==> config.mk <==
export PLATFORM = sky130hd
export DESIGN_NAME = rgb_to_hsv_convert
export DESIGN_NICKNAME = d
export VERILOG_FILES = /design/src/rtl/rth_pkg.sv /design/src/rtl/rgb_to_hsv_convert.sv /design/src/rtl/rth_prep.sv /design/src/rtl/rth_div_cell.sv /design/src/rtl/rth_finish.sv
export SDC_FILE = /design/constraint.sdc
export NUM_CORES = 1
export LEC_CHECK = 0
export ABC_AREA = 1
export BUFFER_PORTS_ARGS = -buffer_cell sky130_fd_sc_hd__buf_2
export CORE_ASPECT_RATIO = 1.75
export CORE_MARGIN = 2
export CORE_UTILIZATION = 30
export CTS_CLUSTER_SIZE = 20
export DETAILED_ROUTE_END_ITERATION = 10
export GPL_ROUTABILITY_DRIVEN = 0
export PLACE_DENSITY_LB_ADDON = 0.25
export SLEW_MARGIN = 20
export SYNTH_ARGS = -nofsm -noshare
export SYNTH_HDL_FRONTEND = slang
export SYNTH_SLANG_ARGS = --single-unit
==> constraint.sdc <==
create_clock -name clk -period 5.2 [get_ports clk]
set_input_delay 0.78 -clock clk [delete_from_list [all_inputs] [get_ports clk]]
set_output_delay 0.78 -clock clk [all_outputs]
set_load 0.05 [all_outputs]
==> src/rtl/rth_pkg.sv <==
// Shared types, constants and the restoring-division step for the RGB to HSV converter.
// Used by every module of the rgb_to_hsv_convert block; depends on nothing else.
package rth_pkg;

    localparam int unsigned PIX_W     = 8;
    localparam int unsigned ACC_W     = 2 * PIX_W;
    localparam int unsigned NUM_CELLS = PIX_W;

    localparam logic [PIX_W-1:0] HUE_BASE_RED   = 8'd0;
    localparam logic [PIX_W-1:0] HUE_BASE_GREEN = 8'd85;
    localparam logic [PIX_W-1:0] HUE_BASE_BLUE  = 8'd171;
    localparam logic [PIX_W-1:0] SAT_SCALE      = 8'd255;
    localparam logic [PIX_W-1:0] HUE_SCALE      = 8'd43;

    typedef struct packed {
        logic [ACC_W-1:0] acc;
        logic [PIX_W-1:0] divisor;
    } rth_lane_t;

    typedef struct packed {
        logic [PIX_W-1:0] value;
        logic [PIX_W-1:0] base;
        logic             neg;
        logic             grey;
    } rth_side_t;

    typedef struct packed {
        rth_lane_t sat;
        rth_lane_t hue;
        rth_side_t side;
    } rth_cell_t;

    // One quotient bit of a restoring division whose quotient fits in PIX_W bits.
    function automatic rth_lane_t rth_div_step(input rth_lane_t lane);
        rth_lane_t        res;
        logic [PIX_W:0]   trial;
        logic [PIX_W:0]   diff;
        trial       = lane.acc[ACC_W-1:PIX_W-1];
        diff        = trial - {1'b0, lane.divisor};
        res.divisor = lane.divisor;
        if (trial >= {1'b0, lane.divisor})
        begin
            res.acc = {diff[PIX_W-1:0], lane.acc[PIX_W-2:0], 1'b1};
        end
        else
        begin
            res.acc = {lane.acc[ACC_W-2:0], 1'b0};
        end
        return res;
    endfunction

endpackage

==> src/rtl/rgb_to_hsv_convert.sv <==
// RGB to HSV converter, 8 bits per channel: front end, a chain of eight division cells, output stage.
// An accepted transaction passes two front-end stages, the division chain (one cell per quotient bit)
// and the output register. Throughput is one transaction per cycle while out_ready is high; every
// stage holds its own valid bit, so bubbles close up.
// Reset (rst_n, asynchronous, active low) empties all stages; payload registers are not reset.
module rgb_to_hsv_convert (
    input  logic                      clk,
    input  logic                      rst_n,
    input  logic                      in_valid,
    output logic                      in_ready,
    input  logic [rth_pkg::PIX_W-1:0] red_in,
    input  logic [rth_pkg::PIX_W-1:0] green_in,
    input  logic [rth_pkg::PIX_W-1:0] blue_in,
    output logic                      out_valid,
    input  logic                      out_ready,
    output logic [rth_pkg::PIX_W-1:0] hue_out,
    output logic [rth_pkg::PIX_W-1:0] saturation_out,
    output logic [rth_pkg::PIX_W-1:0] value_out
);

    logic               cell_valid [rth_pkg::NUM_CELLS+1];
    logic               cell_ready [rth_pkg::NUM_CELLS+1];
    rth_pkg::rth_cell_t cell_data  [rth_pkg::NUM_CELLS+1];

    rth_prep u_prep (
        .clk      (clk),
        .rst_n    (rst_n),
        .in_valid (in_valid),
        .in_ready (in_ready),
        .red_in   (red_in),
        .green_in (green_in),
        .blue_in  (blue_in),
        .valid    (cell_valid[0]),
        .data     (cell_data[0]),
        .ready    (cell_ready[0])
    );

    for (genvar i = 0; i < rth_pkg::NUM_CELLS; i++)
    begin : g_cell
        rth_div_cell u_cell (
            .clk      (clk),
            .rst_n    (rst_n),
            .in_valid (cell_valid[i]),
            .in_ready (cell_ready[i]),
            .in_data  (cell_data[i]),
            .valid    (cell_valid[i+1]),
            .data     (cell_data[i+1]),
            .ready    (cell_ready[i+1])
        );
    end

    rth_finish u_finish (
        .clk            (clk),
        .rst_n          (rst_n),
        .in_valid       (cell_valid[rth_pkg::NUM_CELLS]),
        .in_ready       (cell_ready[rth_pkg::NUM_CELLS]),
        .in_data        (cell_data[rth_pkg::NUM_CELLS]),
        .out_valid      (out_valid),
        .out_ready      (out_ready),
        .hue_out        (hue_out),
        .saturation_out (saturation_out),
        .value_out      (value_out)
    );

    a_black_pixel: assert property (@(posedge clk) disable iff (!rst_n)
        out_valid && value_out == '0 |-> saturation_out == '0 && hue_out == '0)
        else $error("black pixel produced nonzero hue or saturation");

    a_grey_pixel: assert property (@(posedge clk) disable iff (!rst_n)
        out_valid && saturation_out == '0 |-> hue_out == '0)
        else $error("zero saturation with nonzero hue");

    a_chain_hold: assert property (@(posedge clk) disable iff (!rst_n)
        cell_valid[0] && !cell_ready[0] |=> cell_valid[0] && $stable(cell_data[0]))
        else $error("front-end transaction lost while the division chain stalled");

endmodule

==> src/rtl/rth_prep.sv <==
// Front end of the converter: finds max, min and the hue difference, then scales the dividends.
// Two register stages; depends on rth_pkg.
module rth_prep (
    input  logic                     clk,
    input  logic                     rst_n,
    input  logic                     in_valid,
    output logic                     in_ready,
    input  logic [rth_pkg::PIX_W-1:0] red_in,
    input  logic [rth_pkg::PIX_W-1:0] green_in,
    input  logic [rth_pkg::PIX_W-1:0] blue_in,
    output logic                     valid,
    output rth_pkg::rth_cell_t       data,
    input  logic                     ready
);

    logic                      s1_valid_reg;
    logic [rth_pkg::PIX_W-1:0] s1_value_reg;
    logic [rth_pkg::PIX_W-1:0] s1_span_reg;
    logic [rth_pkg::PIX_W-1:0] s1_mag_reg;
    logic [rth_pkg::PIX_W-1:0] s1_base_reg;
    logic                      s1_neg_reg;
    logic                      s1_grey_reg;

    logic [rth_pkg::PIX_W-1:0] s1_value_next;
    logic [rth_pkg::PIX_W-1:0] s1_span_next;
    logic [rth_pkg::PIX_W-1:0] s1_mag_next;
    logic [rth_pkg::PIX_W-1:0] s1_base_next;
    logic                      s1_neg_next;
    logic                      s1_grey_next;

    logic                      s2_valid_reg;
    rth_pkg::rth_cell_t        s2_data_reg;
    rth_pkg::rth_cell_t        s2_data_next;

    logic                      s1_load;
    logic                      s2_load;

    logic [rth_pkg::PIX_W-1:0] hi;
    logic [rth_pkg::PIX_W-1:0] lo;
    logic [rth_pkg::PIX_W-1:0] opa;
    logic [rth_pkg::PIX_W-1:0] opb;

    assign s2_load  = !s2_valid_reg || ready;
    assign s1_load  = !s1_valid_reg || s2_load;
    assign in_ready = s1_load;
    assign valid    = s2_valid_reg;
    assign data     = s2_data_reg;

    always_comb
    begin
        hi = (red_in > green_in) ? red_in : green_in;
        if (blue_in > hi)
        begin
            hi = blue_in;
        end
        lo = (red_in < green_in) ? red_in : green_in;
        if (blue_in < lo)
        begin
            lo = blue_in;
        end
        if (hi == red_in)
        begin
            opa          = green_in;
            opb          = blue_in;
            s1_base_next = rth_pkg::HUE_BASE_RED;
        end
        else if (hi == green_in)
        begin
            opa          = blue_in;
            opb          = red_in;
            s1_base_next = rth_pkg::HUE_BASE_GREEN;
        end
        else
        begin
            opa          = red_in;
            opb          = green_in;
            s1_base_next = rth_pkg::HUE_BASE_BLUE;
        end
        s1_neg_next   = opa < opb;
        s1_mag_next   = s1_neg_next ? (opb - opa) : (opa - opb);
        s1_value_next = hi;
        s1_span_next  = hi - lo;
        s1_grey_next  = hi == lo;
    end

    always_comb
    begin
        s2_data_next.sat.acc     = rth_pkg::ACC_W'(s1_span_reg) * rth_pkg::ACC_W'(rth_pkg::SAT_SCALE);
        s2_data_next.sat.divisor = s1_value_reg;
        s2_data_next.hue.acc     = rth_pkg::ACC_W'(s1_mag_reg) * rth_pkg::ACC_W'(rth_pkg::HUE_SCALE);
        s2_data_next.hue.divisor = s1_span_reg;
        s2_data_next.side.value  = s1_value_reg;
        s2_data_next.side.base   = s1_base_reg;
        s2_data_next.side.neg    = s1_neg_reg;
        s2_data_next.side.grey   = s1_grey_reg;
    end

    always_ff @(posedge clk or negedge rst_n)
    begin
        if (!rst_n)
        begin
            s1_valid_reg <= 1'b0;
            s2_valid_reg <= 1'b0;
        end
        else
        begin
            if (s1_load)
            begin
                s1_valid_reg <= in_valid;
            end
            if (s2_load)
            begin
                s2_valid_reg <= s1_valid_reg;
            end
        end
    end

    always_ff @(posedge clk)
    begin
        if (s1_load && in_valid)
        begin
            s1_value_reg <= s1_value_next;
            s1_span_reg  <= s1_span_next;
            s1_mag_reg   <= s1_mag_next;
            s1_base_reg  <= s1_base_next;
            s1_neg_reg   <= s1_neg_next;
            s1_grey_reg  <= s1_grey_next;
        end
        if (s2_load && s1_valid_reg)
        begin
            s2_data_reg <= s2_data_next;
        end
    end

endmodule

==> src/rtl/rth_div_cell.sv <==
// One cell of the division chain: develops one quotient bit for saturation and for hue.
// Depends on rth_pkg.
module rth_div_cell (
    input  logic               clk,
    input  logic               rst_n,
    input  logic               in_valid,
    output logic               in_ready,
    input  rth_pkg::rth_cell_t in_data,
    output logic               valid,
    output rth_pkg::rth_cell_t data,
    input  logic               ready
);

    logic               valid_reg;
    rth_pkg::rth_cell_t data_reg;
    rth_pkg::rth_cell_t data_next;
    logic               load;

    assign load     = !valid_reg || ready;
    assign in_ready = load;
    assign valid    = valid_reg;
    assign data     = data_reg;

    always_comb
    begin
        data_next.sat  = rth_pkg::rth_div_step(in_data.sat);
        data_next.hue  = rth_pkg::rth_div_step(in_data.hue);
        data_next.side = in_data.side;
    end

    always_ff @(posedge clk or negedge rst_n)
    begin
        if (!rst_n)
        begin
            valid_reg <= 1'b0;
        end
        else if (load)
        begin
            valid_reg <= in_valid;
        end
    end

    always_ff @(posedge clk)
    begin
        if (load && in_valid)
        begin
            data_reg <= data_next;
        end
    end

endmodule

==> src/rtl/rth_finish.sv <==
// Output stage: applies the hue base and sign, forces grey and black pixels, holds the result.
// Depends on rth_pkg.
module rth_finish (
    input  logic                      clk,
    input  logic                      rst_n,
    input  logic                      in_valid,
    output logic                      in_ready,
    input  rth_pkg::rth_cell_t        in_data,
    output logic                      out_valid,
    input  logic                      out_ready,
    output logic [rth_pkg::PIX_W-1:0] hue_out,
    output logic [rth_pkg::PIX_W-1:0] saturation_out,
    output logic [rth_pkg::PIX_W-1:0] value_out
);

    logic                      valid_reg;
    logic [rth_pkg::PIX_W-1:0] hue_reg;
    logic [rth_pkg::PIX_W-1:0] sat_reg;
    logic [rth_pkg::PIX_W-1:0] value_reg;
    logic [rth_pkg::PIX_W-1:0] hue_next;
    logic [rth_pkg::PIX_W-1:0] sat_next;
    logic [rth_pkg::PIX_W-1:0] offset;
    logic                      load;

    assign load           = !valid_reg || out_ready;
    assign in_ready       = load;
    assign out_valid      = valid_reg;
    assign hue_out        = hue_reg;
    assign saturation_out = sat_reg;
    assign value_out      = value_reg;

    always_comb
    begin
        offset = in_data.side.neg ? (~in_data.hue.acc[rth_pkg::PIX_W-1:0] + 1'b1)
                                  : in_data.hue.acc[rth_pkg::PIX_W-1:0];
        if (in_data.side.grey)
        begin
            hue_next = '0;
            sat_next = '0;
        end
        else
        begin
            hue_next = in_data.side.base + offset;
            sat_next = in_data.sat.acc[rth_pkg::PIX_W-1:0];
        end
    end

    always_ff @(posedge clk or negedge rst_n)
    begin
        if (!rst_n)
        begin
            valid_reg <= 1'b0;
        end
        else if (load)
        begin
            valid_reg <= in_valid;
        end
    end

    always_ff @(posedge clk)
    begin
        if (load && in_valid)
        begin
            hue_reg   <= hue_next;
            sat_reg   <= sat_next;
            value_reg <= in_data.side.value;
        end
    end

endmodule

---- Word-level counts from Yosys, hierarchy flattened ----
Index checks and enable logic that the tools add are counted.
W data, S select, Z words.
storage, ports and cells
  flip-flop bits (word level) ............. 565
  input port bits ......................... 28
  output and inout port bits .............. 26
  word-level logic and storage cells ...... 189
cells by class
  $add $sub $neg .......................... 19
  multipliers ............................. 2
  order comparisons ....................... 21
  equal/unequal tests ..................... 3
  multiplexer cells ....................... 27
  bitwise gates (word level) .............. 1
  reductions and logical operators ........ 33
operators with widths
  cell                    count
  $mux W16                13
  $ge A9 B8 Y1            15
  $sub A8 B8 Y8           16
  $mux W8                 11
  $eq A8 B8 Y1            3
  $lt A8 B8 Y1            3
  $gt A8 B8 Y1            2
  $mul A8 B8 Y16 const B  1
  $mux W15                1
  $mul A8 B6 Y14 const B  1
  $logic_and A1 B1 Y1     11
  $logic_not A1 Y1        11
  $logic_or A1 B1 Y1      11
  $add A8 B1 Y8 const B   1
  $add A8 B8 Y8           1
  $ge A7 B8 Y1            1
  $not A8 Y8              1
  $sub A7 B8 Y8           1
  $mux W1                 2

---- Longest topological paths before layout ----
Gate-level depths: netlist of the first run.
  depth in word-level cells ............... 13
  mapped depth ............................ 49
  depth with buffers taken out ............ 47

---- Modules after synthesis ----
A second synthesis of the first run with hierarchy kept.
unflattened totals
  cell total of the unflattened synthesis .. 3,312
  area, all modules ....................... 35,825.6 um2
modules (own cells, without submodules)
  module                                instances  cells each  area each (um2)  seq. area each (um2)
  rth_div_cell at g_cell[0].u_cell ...  5          292         3,352.0          2,006.9
  rth_prep                              1          843         7,823.8          2,422.3
  rth_div_cell at g_cell[4].u_cell ...  2          287         3,281.9          2,006.9
  rth_div_cell at g_cell[3].u_cell      1          292         3,318.2          2,006.9
  rth_finish                            1          143         1,360.1          745.7

---- Worst setup path before layout of the first run ----
No wires, ideal clock.
  kind .................................... input-to-reg
  from .................................... input port green_in[5] (netlist name)
  to ...................................... register u_prep.s1_mag_reg[3] (netlist name) (data pin)
  library setup time ...................... 0.254 ns
  arrival time ............................ 5.631 ns
  data required time ...................... 4.946 ns
  path slack .............................. -0.685 ns
  stages .................................. 44
  buffers on the path ..................... 3
  cells stage by stage .................... inv_1 -> ha_1 -> a21oi_1 -> nor2_1 -> nor2_2 -> nand2_4 -> nand2_2 -> buf_6 -> nand2_2 -> nand2_2 -> inv_1 -> ha_1 -> inv_1 -> nor2_1 -> o21ai_1 -> nand2_1 -> nand2_1 -> nand2_1 -> [... 8 more ...] -> nand2_2 -> nand2_2 -> inv_2 -> buf_6 -> a221oi_2 -> inv_1 -> ha_1 -> inv_1 -> o21bai_1 -> a31oi_1 -> o21bai_1 -> a21oi_1 -> inv_1 -> nor2_1 -> nand2_1 -> nand2_1 -> xor2_1 -> inv_1
on the way
  longest elaborated chain between the ends .. 9
  elaborated cells between the ends (all ways) .. 14
  those cells by class .................... 2 x add/sub; 3 x order compare; 2 x eq/ne; 7 x mux
RTL lines
  element                           RTL line                  text
  start, declared                   rgb_to_hsv_convert.sv:12  input logic [rth_pkg::PIX_W-1:0] green_in,
  $gt A8 B8 Y1                      rth_prep.sv:51            hi = (red_in > green_in) ? red_in : green_in;
  $mux W8 (*)                       rth_prep.sv:51
  $gt A8 B8 Y1                      rth_prep.sv:52            if (blue_in > hi)
  $mux W8 (*)                       rth_prep.sv:52
  via u_prep.hi (one bit)           rth_prep.sv:38            logic [rth_pkg::PIX_W-1:0] hi;
  $eq A8 B8 Y1                      rth_prep.sv:67            else if (hi == green_in)
  $mux W8                           rth_prep.sv:67
  $mux W8                           rth_prep.sv:61            if (hi == red_in)
  $lt A8 B8 Y1 (*)                  rth_prep.sv:79            s1_neg_next = opa < opb;
  via u_prep.s1_neg_next            rth_prep.sv:28            logic s1_neg_next;
  $mux W8 (*)                       rth_prep.sv:80            s1_mag_next = s1_neg_next ? (opb - opa) : (opa - opb);
  via u_prep.s1_mag_next (one bit)  rth_prep.sv:26            logic [rth_pkg::PIX_W-1:0] s1_mag_next;
  end signal, assigned              rth_prep.sv:124           s1_mag_reg <= s1_mag_next;
  end, declared                     rth_prep.sv:19            logic [rth_pkg::PIX_W-1:0] s1_mag_reg;
The timed path passes the listed nets; every way through them passes the cells marked *.
A chain may end at the register's enable or synchronous reset.

---- Worst setup path after layout of the first run ----
  from .................................... input port green_in[5] (netlist name)
  to ...................................... register u_prep.s1_mag_reg[7] (netlist name) (data pin)
on the way
  longest elaborated chain between the ends .. 9
  elaborated cells between the ends (all ways) .. 14
  those cells by class .................... 2 x add/sub; 3 x order compare; 2 x eq/ne; 7 x mux
RTL lines
  element                           RTL line
  $gt A8 B8 Y1                      rth_prep.sv:51
  $mux W8                           rth_prep.sv:51
  $gt A8 B8 Y1                      rth_prep.sv:52
  $mux W8                           rth_prep.sv:52
  $eq A8 B8 Y1                      rth_prep.sv:67
  $mux W8                           rth_prep.sv:67
  $mux W8                           rth_prep.sv:61
  $lt A8 B8 Y1 (*)                  rth_prep.sv:79
  via u_prep.s1_neg_next            rth_prep.sv:28
  $mux W8 (*)                       rth_prep.sv:80
  via u_prep.s1_mag_next (one bit)  rth_prep.sv:26
Marked as above.

==> impl_metrics.toml, run 1 <==
[status]
status = "finished with violations"
violations = "negative setup slack"

[worst_setup_path]
rr_endpoint = "u_prep.data[65]$_DFFE_PP_"
slowest_stage = "a221oi_4"
crit_arrival_ns = 5.73
slowest_delay_ns = 0.35
worstSetupPathType = "in2reg"
worstPathRequired_ns = 5.53
crit_path_end_kind = "flop"
worst-path-max-fanout = 12
reg2reg_from = "u_prep.s1_span_reg[3]$_DFFE_PP_"
regToRegSetupSlack_ns = 0.51
rr_worst_depth = 19
critPathLaunchType = "input port"

[synthesis]
synth_area_leaders = "edfxtp_1, ha_1, inv_1, fa_1, nand2_1"
netlist_instances = 2364
netlist_area_mm2 = 0.0268
ys_ff_latch = 507
synth_seq_area_share_pct = 56.5
syn_nets = 2699
synth_top_area_share_pct = 55.5
synth_largest_area_cell = "edfxtp_1"
ys.warnings.count = 0
synth-async-reset-ratio_pct = 2.17
synth-edff-count = 496
ys_types = 46
synth.avg_cell_area_um2 = 11.4
ys.flop_type = "edfxtp_1"

[grt]
grt_usage_pct = 11.4
grt_pass1_vias = 18177
antenna_found_initial = 0
grt_overflow = 0
grt_max_degree = 53
grt_pass1_wl_um = 84900

[sta]
worst_slack_ns = -0.200
drv_slew = 0
hold_viol = 0
setup_viol = 7
worstMarginPinSlew_ns = 1.02
rsz0062_at_grt = "true"
finalClockSkew_ns = 0.0134
fin_crit_ns = 5.40
max_freq_ghz = 0.185
holdWs_ns = 0.0784
fin_crit_sh_pct = 104
slew-limit-headroom_pct = 32.1

[finish]
diodes = 0
postLayoutCoreUtil_pct = 35.9
fin_area_mm2 = 0.0319
largest_reg_flops = 393
layout-drive-gt1-share_pct = 15.6
fin_nets = 2924
synthToLayoutAreaGrowth_pct = 18.9

[cts]
clock_latency_ns = 0.56
h-tree-depth = 2
cts_made_buffers = 47
cts_root_buf = "clkbuf_16"
path_clk_slew_ns = 0.07
cts_buffer_depth = 3
cts_sinks = 507
cts_tree = "done"

[routing]
dr.pass1.iters = 5
route.detailed.drc = 0
num_vias = 17050
wire_per_inst_um = 13.9
finalWirelength_um = 52600
via_per_inst = 4.49
drt_iter0_markers = 715
ant_nets = 0

[die]
row_count = 145
start_util_pct = 30.2
io_pins = 54
dieArea_mm2 = 0.0920
coreArea_mm2 = 0.0889
die_x_um = 230
fp.dieH_um = 400

[place]
post_dp_cell_area_mm2 = 0.0295
port_buffers = 53
dp_hpwl_um = 41500

[flow_run]
drv_cap = 0

[hold_path]
hold_path_class = "in2async"
## cell usage after synthesis (13+ instances only)
cell type    n
nor2_1     243
clkbuf_1    18
nand4_1     19
nand3_1     64
ha_1       250
edfxtp_1   496
o21ai_0     84
xor2_1      82
fa_1        57
nand2_1    265
nor3_1      13
a21oi_1    190
inv_1      411
xnor2_1     35
nand2_2     17
## cell usage in the layout (no fill, tap or decap), types with 8 or more instances in the layout
| cell type | n |
|---|---|
| a211oi_1 | 11 |
| a21oi_1 | 187 |
| a221oi_4 | 8 |
| a31oi_1 | 8 |
| buf_2 | 52 |
| buf_4 | 136 |
| bufinv_16 | 8 |
| clkbuf_1 | 9 |
| clkbuf_16 | 49 |
| clkinv_2 | 8 |
| clkinvlp_4 | 8 |
| dfrtp_1 | 11 |
| edfxtp_1 | 496 |
| fa_1 | 56 |
| ha_1 | 232 |
| ha_4 | 16 |
| inv_1 | 397 |
| inv_2 | 15 |
| nand2_1 | 235 |
| nand2_2 | 32 |
| nand2_4 | 15 |
| nand3_1 | 56 |
| nand3_2 | 12 |
| nand4_1 | 19 |
| nor2_1 | 234 |
| nor3_1 | 13 |
| o21ai_0 | 82 |
| xnor2_1 | 35 |
| xor2_1 | 82 |
## logic make-up (layout without fill, tap and decap cells)
family                     count (synthesis)  in the layout  share of synthesized area, %
xor gates and xnor gates                 117            117                          3.82
DFF                                      507            507                          56.5
adders and majority gates                307            307                          15.9
and+or+nand+nor                          648            648                          10.2
AOI/OAI and AO/OA                        341            341                          7.26
buffers and inverters                    444            702                          6.34
## critical path: cells and delay by family
kind,cells,cell delay (ns)
AOI/OAI and AO/OA,4,0.82
adders and majority gates,3,0.83
and+or+nand+nor,26,2.30
buffers and inverters,8,0.99
## what timing repair did
action | CTS | global route
hold buffers | 0 | 0
gates cloned | 2 | 0
setup buffers | 12 | 13
pin swaps | 11 | 50
setup endpoints to repair | 7 | 8
resized for setup | 46 | 63
## worst max-delay path by stage
stage,start,end,cells after the start
after floorplan,green_in[5],u_prep.s1_mag_reg[3]$_DFFE_PP_,43
final,green_in[5],u_prep.s1_mag_reg[7]$_DFFE_PP_,41
after CTS,green_in[5],u_prep.s1_mag_reg[3]$_DFFE_PP_,44
after global routing,green_in[3],u_prep.s1_mag_reg[3]$_DFFE_PP_,47
after global placement,green_in[5],u_prep.s1_mag_reg[3]$_DFFE_PP_,37
after detailed placement,green_in[5],u_prep.s1_mag_reg[7]$_DFFE_PP_,39
## through the flow
stage | setup slack (ns) | instances | TNS [ns]
6_report | -0.200 | 3798 | -1.05
5_1_grt | -0.435 | 3798 | -2.62
4_1_cts | 0.00185 | 3785 | 0
3_5_place_dp | -0.903 | 3689 | -6.08
3_3_place_gp | -0.745 | 3689 | -4.78
2_1_floorplan | -0.453 | 2364 | -2.19
## layout make-up
type | count | area [um2]
timing repair inverter | 1 | 7.51
timing repair buffer | 202 | 1490
clock inverter | 24 | 335
tap | 1176 | 1470
sequential | 507 | 15200
inverter | 417 | 1580
fill | 8682 | 57000
multi-input combinational | 1413 | 10600
clock buffer | 58 | 1260
## per-layer routing
metal / GRT usage [%] / share of wire (%) / up-vias
li1: - / - / 8487
met2: 25.0 / 60 / 340
met4: 7.37 / 7.2 / 0
met5: 0 / 0 / -
met1: 8.80 / 30 / 8028
met3: 1.46 / 3.0 / 195
Power of run 1 is left out: the tool's default activity adds up to more than one toggle a clock period on the data nets, which glitch-free logic cannot reach.
==> run 2, diff against run 1 <==
==> constraint.sdc (replaced) <==
create_clock -name clk -period 4.55 [get_ports clk]
set_input_delay 0.6825 -clock clk [delete_from_list [all_inputs] [get_ports clk]]
set_output_delay 0.6825 -clock clk [all_outputs]
set_load 0.05 [all_outputs]
==> run 2 against run 1 <==
  * The flow still finishes with violations (negative setup slack)
  * Clock skew down 0.0040 ns
  * Sequential cell count unchanged
  * Critical path depth down 3
  * Largest cell class unchanged
  * Global-route usage up 0.49 points
  * Final area up 1.9%
  * Via count up 1.8%
  * Highest routed layer unchanged
  * First-iteration DRC count up 7.3%
  * Sequential share of layout area down 0.91 points
  * Die area unchanged
  * Register-to-register slack worse by 0.30 ns
  * Hold slack better by 0.26 ns
  * Non-clock buffer count up 44
==> impl_metrics.toml, run 2 (same netlist as run 1, synthesis figures left out) <==
[worst_setup_path]
path_buf_inv = 9
worstPathRequired_ns = 4.89
worst-path-max-fanout = 14
worstSetupPathType = "in2reg"
critPathLaunchType = "input port"
critPathMostFrequentCell = "nand2_2"
worst-path-stages = 38
slowest_delay_ns = 0.34
crit_path_end_kind = "flop"
crit_arrival_ns = 5.58
rr_worst_depth = 18
slowest_stage = "a221oi_4"
path_delay_family = "simple AND/OR/NAND/NOR gates"

[cts]
clock_latency_ns = 0.57
cts_tree = "done"
cts_sinks = 507
cts_made_buffers = 47
cts_root_buf = "clkbuf_16"
cts_buffer_depth = 3
h-tree-depth = 2
path_clk_slew_ns = 0.07

[finish]
layout-drive-gt1-share_pct = 17.9
postLayoutCoreUtil_pct = 36.6
largest_reg_flops = 393
fin_nets = 2968
diodes = 0
multiInputGateArea_mm2 = 0.0108
fin_cells = 3847
layout_common_cells = "edfxtp_1, inv_1, nand2_1"
n_fill_cell = 8628
register_area_mm2 = 0.0152
layout_commonest_cell = "edfxtp_1"
synthToLayoutAreaGrowth_pct = 21.2

[die]
io_pins = 54
coreArea_mm2 = 0.0889
dieArea_mm2 = 0.0920
fp.dieH_um = 400
die_x_um = 230
row_count = 145
start_util_pct = 30.2

[sta]
slew-limit-headroom_pct = 30.9
drv_slew = 0
finalClockSkew_ns = 0.00942
setup_viol = 8
rsz0062_at_grt = "true"
fin_crit_ns = 5.25
worstMarginPinSlew_ns = 1.04
fin_crit_sh_pct = 115
setup_tns_ns = -4.90
hold_viol = 0
max_freq_ghz = 0.191
worst_slack_ns = -0.695

[place]
place_worst_setup_slack_ns = -1.53
placedCellCount = 3724
dp_hpwl_um = 42600
port_buffers = 53

[status]
status = "finished with violations"
violations = "negative setup slack"

[hold_path]
hold_path_class = "in2reg"
min_path_cells = 3

[grt]
grt_max_degree = 53
antenna_found_initial = 0
grt_pass1_wl_um = 88100
grt_overflow = 0
grt_pass1_vias = 18605
grt_usage_pct = 11.9

[routing]
ant_nets = 0
wire_per_inst_um = 14.2
dr.pass1.iters = 5
finalWirelength_um = 54800
via_per_inst = 4.51
num_vias = 17349
route.detailed.drc = 0
drt_iter0_markers = 767

[flow_run]
drv_cap = 0
-- run 2: path summary, 6_finish.rpt --
check                                                     from                                  end  slack [ns]
max in group asynchronous                                rst_n   g_cell[2].u_cell.valid$_DFFE_PN0P_        3.82
min                                                   in_valid      u_prep.s1_valid_reg$_DFFE_PN0N_        0.33
max reg2reg                    u_prep.s1_span_reg[2]$_DFFE_PP_            u_prep.data[65]$_DFFE_PP_        0.21
min reg2reg                g_cell[5].u_cell.data[54]$_DFFE_PP_  g_cell[6].u_cell.data[55]$_DFFE_PP_        0.41
max                                                green_in[5]       u_prep.s1_mag_reg[3]$_DFFE_PP_       -0.70
min in group asynchronous                                rst_n   g_cell[6].u_cell.valid$_DFFE_PN0P_        0.52
-- run 2: final cells by class --
cell class | count | share of cell area (%)
clock buffer | 58 | 3.87
clock inverter | 29 | 1.16
inverter | 417 | 4.88
multi-input combinational | 1413 | 33.2
sequential | 507 | 46.6
tap | 1176 | 4.52
timing repair buffer | 246 | 5.76
timing repair inverter | 1 | 0.0192
-- run 2: repair_timing --
action                                  in CTS  in global routing
pin swaps                                   47                 22
hold endpoints to repair                    11                  0
resized for setup                           99                 54
endpoints found under the setup margin      10                 58
hold buffers                                 1                  0
gates cloned                                 3                  1
buffers inserted                            20                 11
-- run 2: stage by stage --
step | instance area (um2) | hold slack, ns
2_1_floorplan | 27000 | 0.387
3_3_place_gp | 29800 | 0.400
3_5_place_dp | 29800 | 0.405
4_1_cts | 32200 | 0.310
5_1_grt | 32500 | 0.349
6_report | 32500 | 0.334
-- run 2: layer usage --
layer,track usage [%],share of wire (%)
met5,0,0
met4,7.90,7.1
met3,1.53,3.1
met2,26.0,60
met1,9.15,29
-- run 2: tightest hold or removal path, delay by kind of cell --
| kind | cells | cell delay (ns) |
|---|---|---|
| AND/OR/NAND/NOR | 2 | 0.11 |
| buffers and inverters | 1 | 0.08 |
Power of run 2 is left out for the same reason.
==> run 3, diff against run 2 <==
==> constraint.sdc (replaced) <==
create_clock -name clk -period 6.05 [get_ports clk]
set_input_delay 0.9075 -clock clk [delete_from_list [all_inputs] [get_ports clk]]
set_output_delay 0.9075 -clock clk [all_outputs]
set_load 0.05 [all_outputs]
==> run 3 against run 2 <==
  * The flow now finishes without violations
  * First-iteration DRC count decreased by 11%
  * Hold slack got worse by 0.15 ns
  * Global-route usage decreased by 1.0 points
  * Sequential share of layout area increased by 2.4 points
  * Final area decreased by 5.0%
  * Clock skew increased by 0.012 ns
  * Utilization decreased by 1.8 points
  * Routed wire length decreased by 9.3%
  * Via count decreased by 4.0%
  * Critical endpoint unchanged
  * Largest cell class unchanged
==> impl_metrics.toml, run 3 (same netlist as run 1, synthesis figures left out) <==
[finish]
multiInputGateArea_mm2 = 0.0101
register_area_mm2 = 0.0152
layout_commonest_cell = "edfxtp_1"
fin_nets = 2869
postLayoutCoreUtil_pct = 34.8
n_fill_cell = 8827
layout-drive-gt1-share_pct = 11.2
largest_reg_flops = 393
synthToLayoutAreaGrowth_pct = 15.2
diodes = 0
layout_common_cells = "edfxtp_1, inv_1, nand2_1"

[grt]
grt_pass1_wl_um = 81600
grt-busiest-layer = "met2"
antenna_found_initial = 0
use_met3_pct = 1.40
grt_usage_pct = 10.9
grt_pass1_vias = 17593
grt_overflow = 0
use_met2_pct = 24.0
grt_max_degree = 53
use_met1_pct = 8.68

[sta]
slew-limit-headroom_pct = 31.4
setup_tns_ns = 0
rsz0062_at_grt = "false"
finalClockSkew_ns = 0.0217
hold_viol = 0
worstMarginPinSlew_ns = 1.03
setup_viol = 0
max_freq_ghz = 0.179
fin_crit_ns = 5.58
fin_crit_sh_pct = 92.2
drv_slew = 0

[place]
dp_hpwl_um = 39700
port_buffers = 53

[die]
dieArea_mm2 = 0.0920
io_pins = 54
start_util_pct = 30.2
coreArea_mm2 = 0.0889
fp.dieH_um = 400
die_x_um = 230
row_count = 145

[routing]
via_per_inst = 4.44
drt_iter0_markers = 679
wire_per_inst_um = 13.2
dr.pass1.iters = 5
route.detailed.drc = 0
finalWirelength_um = 49700
ant_nets = 0
num_vias = 16655

[worst_setup_path]
worstPathRequired_ns = 6.38
worst-path-max-fanout = 18
crit_arrival_ns = 5.90
worstSetupPathType = "in2reg"
critPathMostFrequentCell = "nand2_1"
path_buf_inv = 10
critPathLaunchType = "input port"
rr_worst_depth = 19
crit_path_end_kind = "flop"
worst-path-stages = 39
slowest_delay_ns = 0.30
slowest_stage = "ha_4"
path_delay_family = "simple AND/OR/NAND/NOR gates"

[cts]
path_clk_slew_ns = 0.07
postCtsHoldBufs = 0
clock_latency_ns = 0.58
cts_sinks = 507
cts_root_buf = "clkbuf_16"
cts_tree = "done"
cts_buffer_depth = 3
h-tree-depth = 2
cts_made_buffers = 48

[status]
status = "completed"

[flow_run]
drv_cap = 0

[hold_path]
hold_path_class = "in2async"
==> run 3: cell types whose count changed in the layout (fill, tap and decap cells not counted), sizes merged <==
cell	change
clkbuf	-6
dlygate4sd3	-1
bufinv	-3
inv	-2
clkinvlp	+1
buf	-97
clkinv	+10
==> run 3: what timing repair did <==
| item | in CTS | in global routing |
|---|---|---|
| gates resized for setup | 0 | 16 |
| setup buffers | 0 | 0 |
| setup endpoints to repair | 0 | 7 |
==> run 3: worst register-to-register path, cell delays in order (launching register included) <==
cell	delay, ns
edfxtp_1	0.54
fa_1	0.51
fa_1	0.50
inv_1	0.05
fa_1	0.46
fa_1	0.55
inv_1	0.04
ha_1	0.34
nand2_1	0.08
nor2_1	0.04
a211oi_1	0.30
o21ai_0	0.21
nand3_1	0.11
nand2_1	0.08
nand3_1	0.07
nand2_1	0.09
a21oi_1	0.13
nor2_1	0.05
nor2_1	0.11
xor2_1	0.21
==> run 3: final cells by class <==
type / instances / share of cell area [%]
repair buffers: 147 / 3.23
flip-flops and latches: 507 / 49.1
clock buffers: 53 / 4.08
multi-input cells: 1413 / 32.6
clock inverters: 36 / 1.15
well taps: 1176 / 4.76
inverters: 417 / 5.09
==> run 3: stage by stage <==
stage / worst slack (ns) / cells / cell area, um2 / hold WS, ns
CTS: 0.368 / 3749 / 30800 / 0.165
floorplan: 0.0373 / 2364 / 26800 / 0.400
global route: 0.0117 / 3749 / 30900 / 0.191
finish: 0.474 / 3749 / 30900 / 0.188
detailed placement: -0.253 / 3660 / 29200 / 0.405
global placement: -0.0454 / 3660 / 29200 / 0.401
==> run 3: layer usage <==
layer,wire [um],share of wire [%],vias to the layer above
li1,-,-,8373
met5,0,0,-
met4,2760,5.5,0
met2,29900,60,282
met3,1490,3.0,151
met1,15600,31,7849
==> run 3: final timing paths <==
kind | startpoint | end | slack, ns
hold reg to reg | g_cell[1].u_cell.data[2]$_DFFE_PP_ | g_cell[2].u_cell.data[2]$_DFFE_PP_ | 0.41
setup reg to reg | u_prep.s1_span_reg[2]$_DFFE_PP_ | u_prep.data[65]$_DFFE_PP_ | 1.42
setup / recovery | green_in[5] | u_prep.s1_mag_reg[3]$_DFFE_PP_ | 0.47
hold / removal | rst_n | u_finish.out_valid$_DFFE_PN0P_ | 0.19
max in group asynchronous | rst_n | u_prep.valid$_DFFE_PN0P_ | 5.64
min in group clk | g_cell[1].u_cell.data[2]$_DFFE_PP_ | g_cell[2].u_cell.data[2]$_DFFE_PP_ | 0.41
Power of run 3 is left out for the same reason.
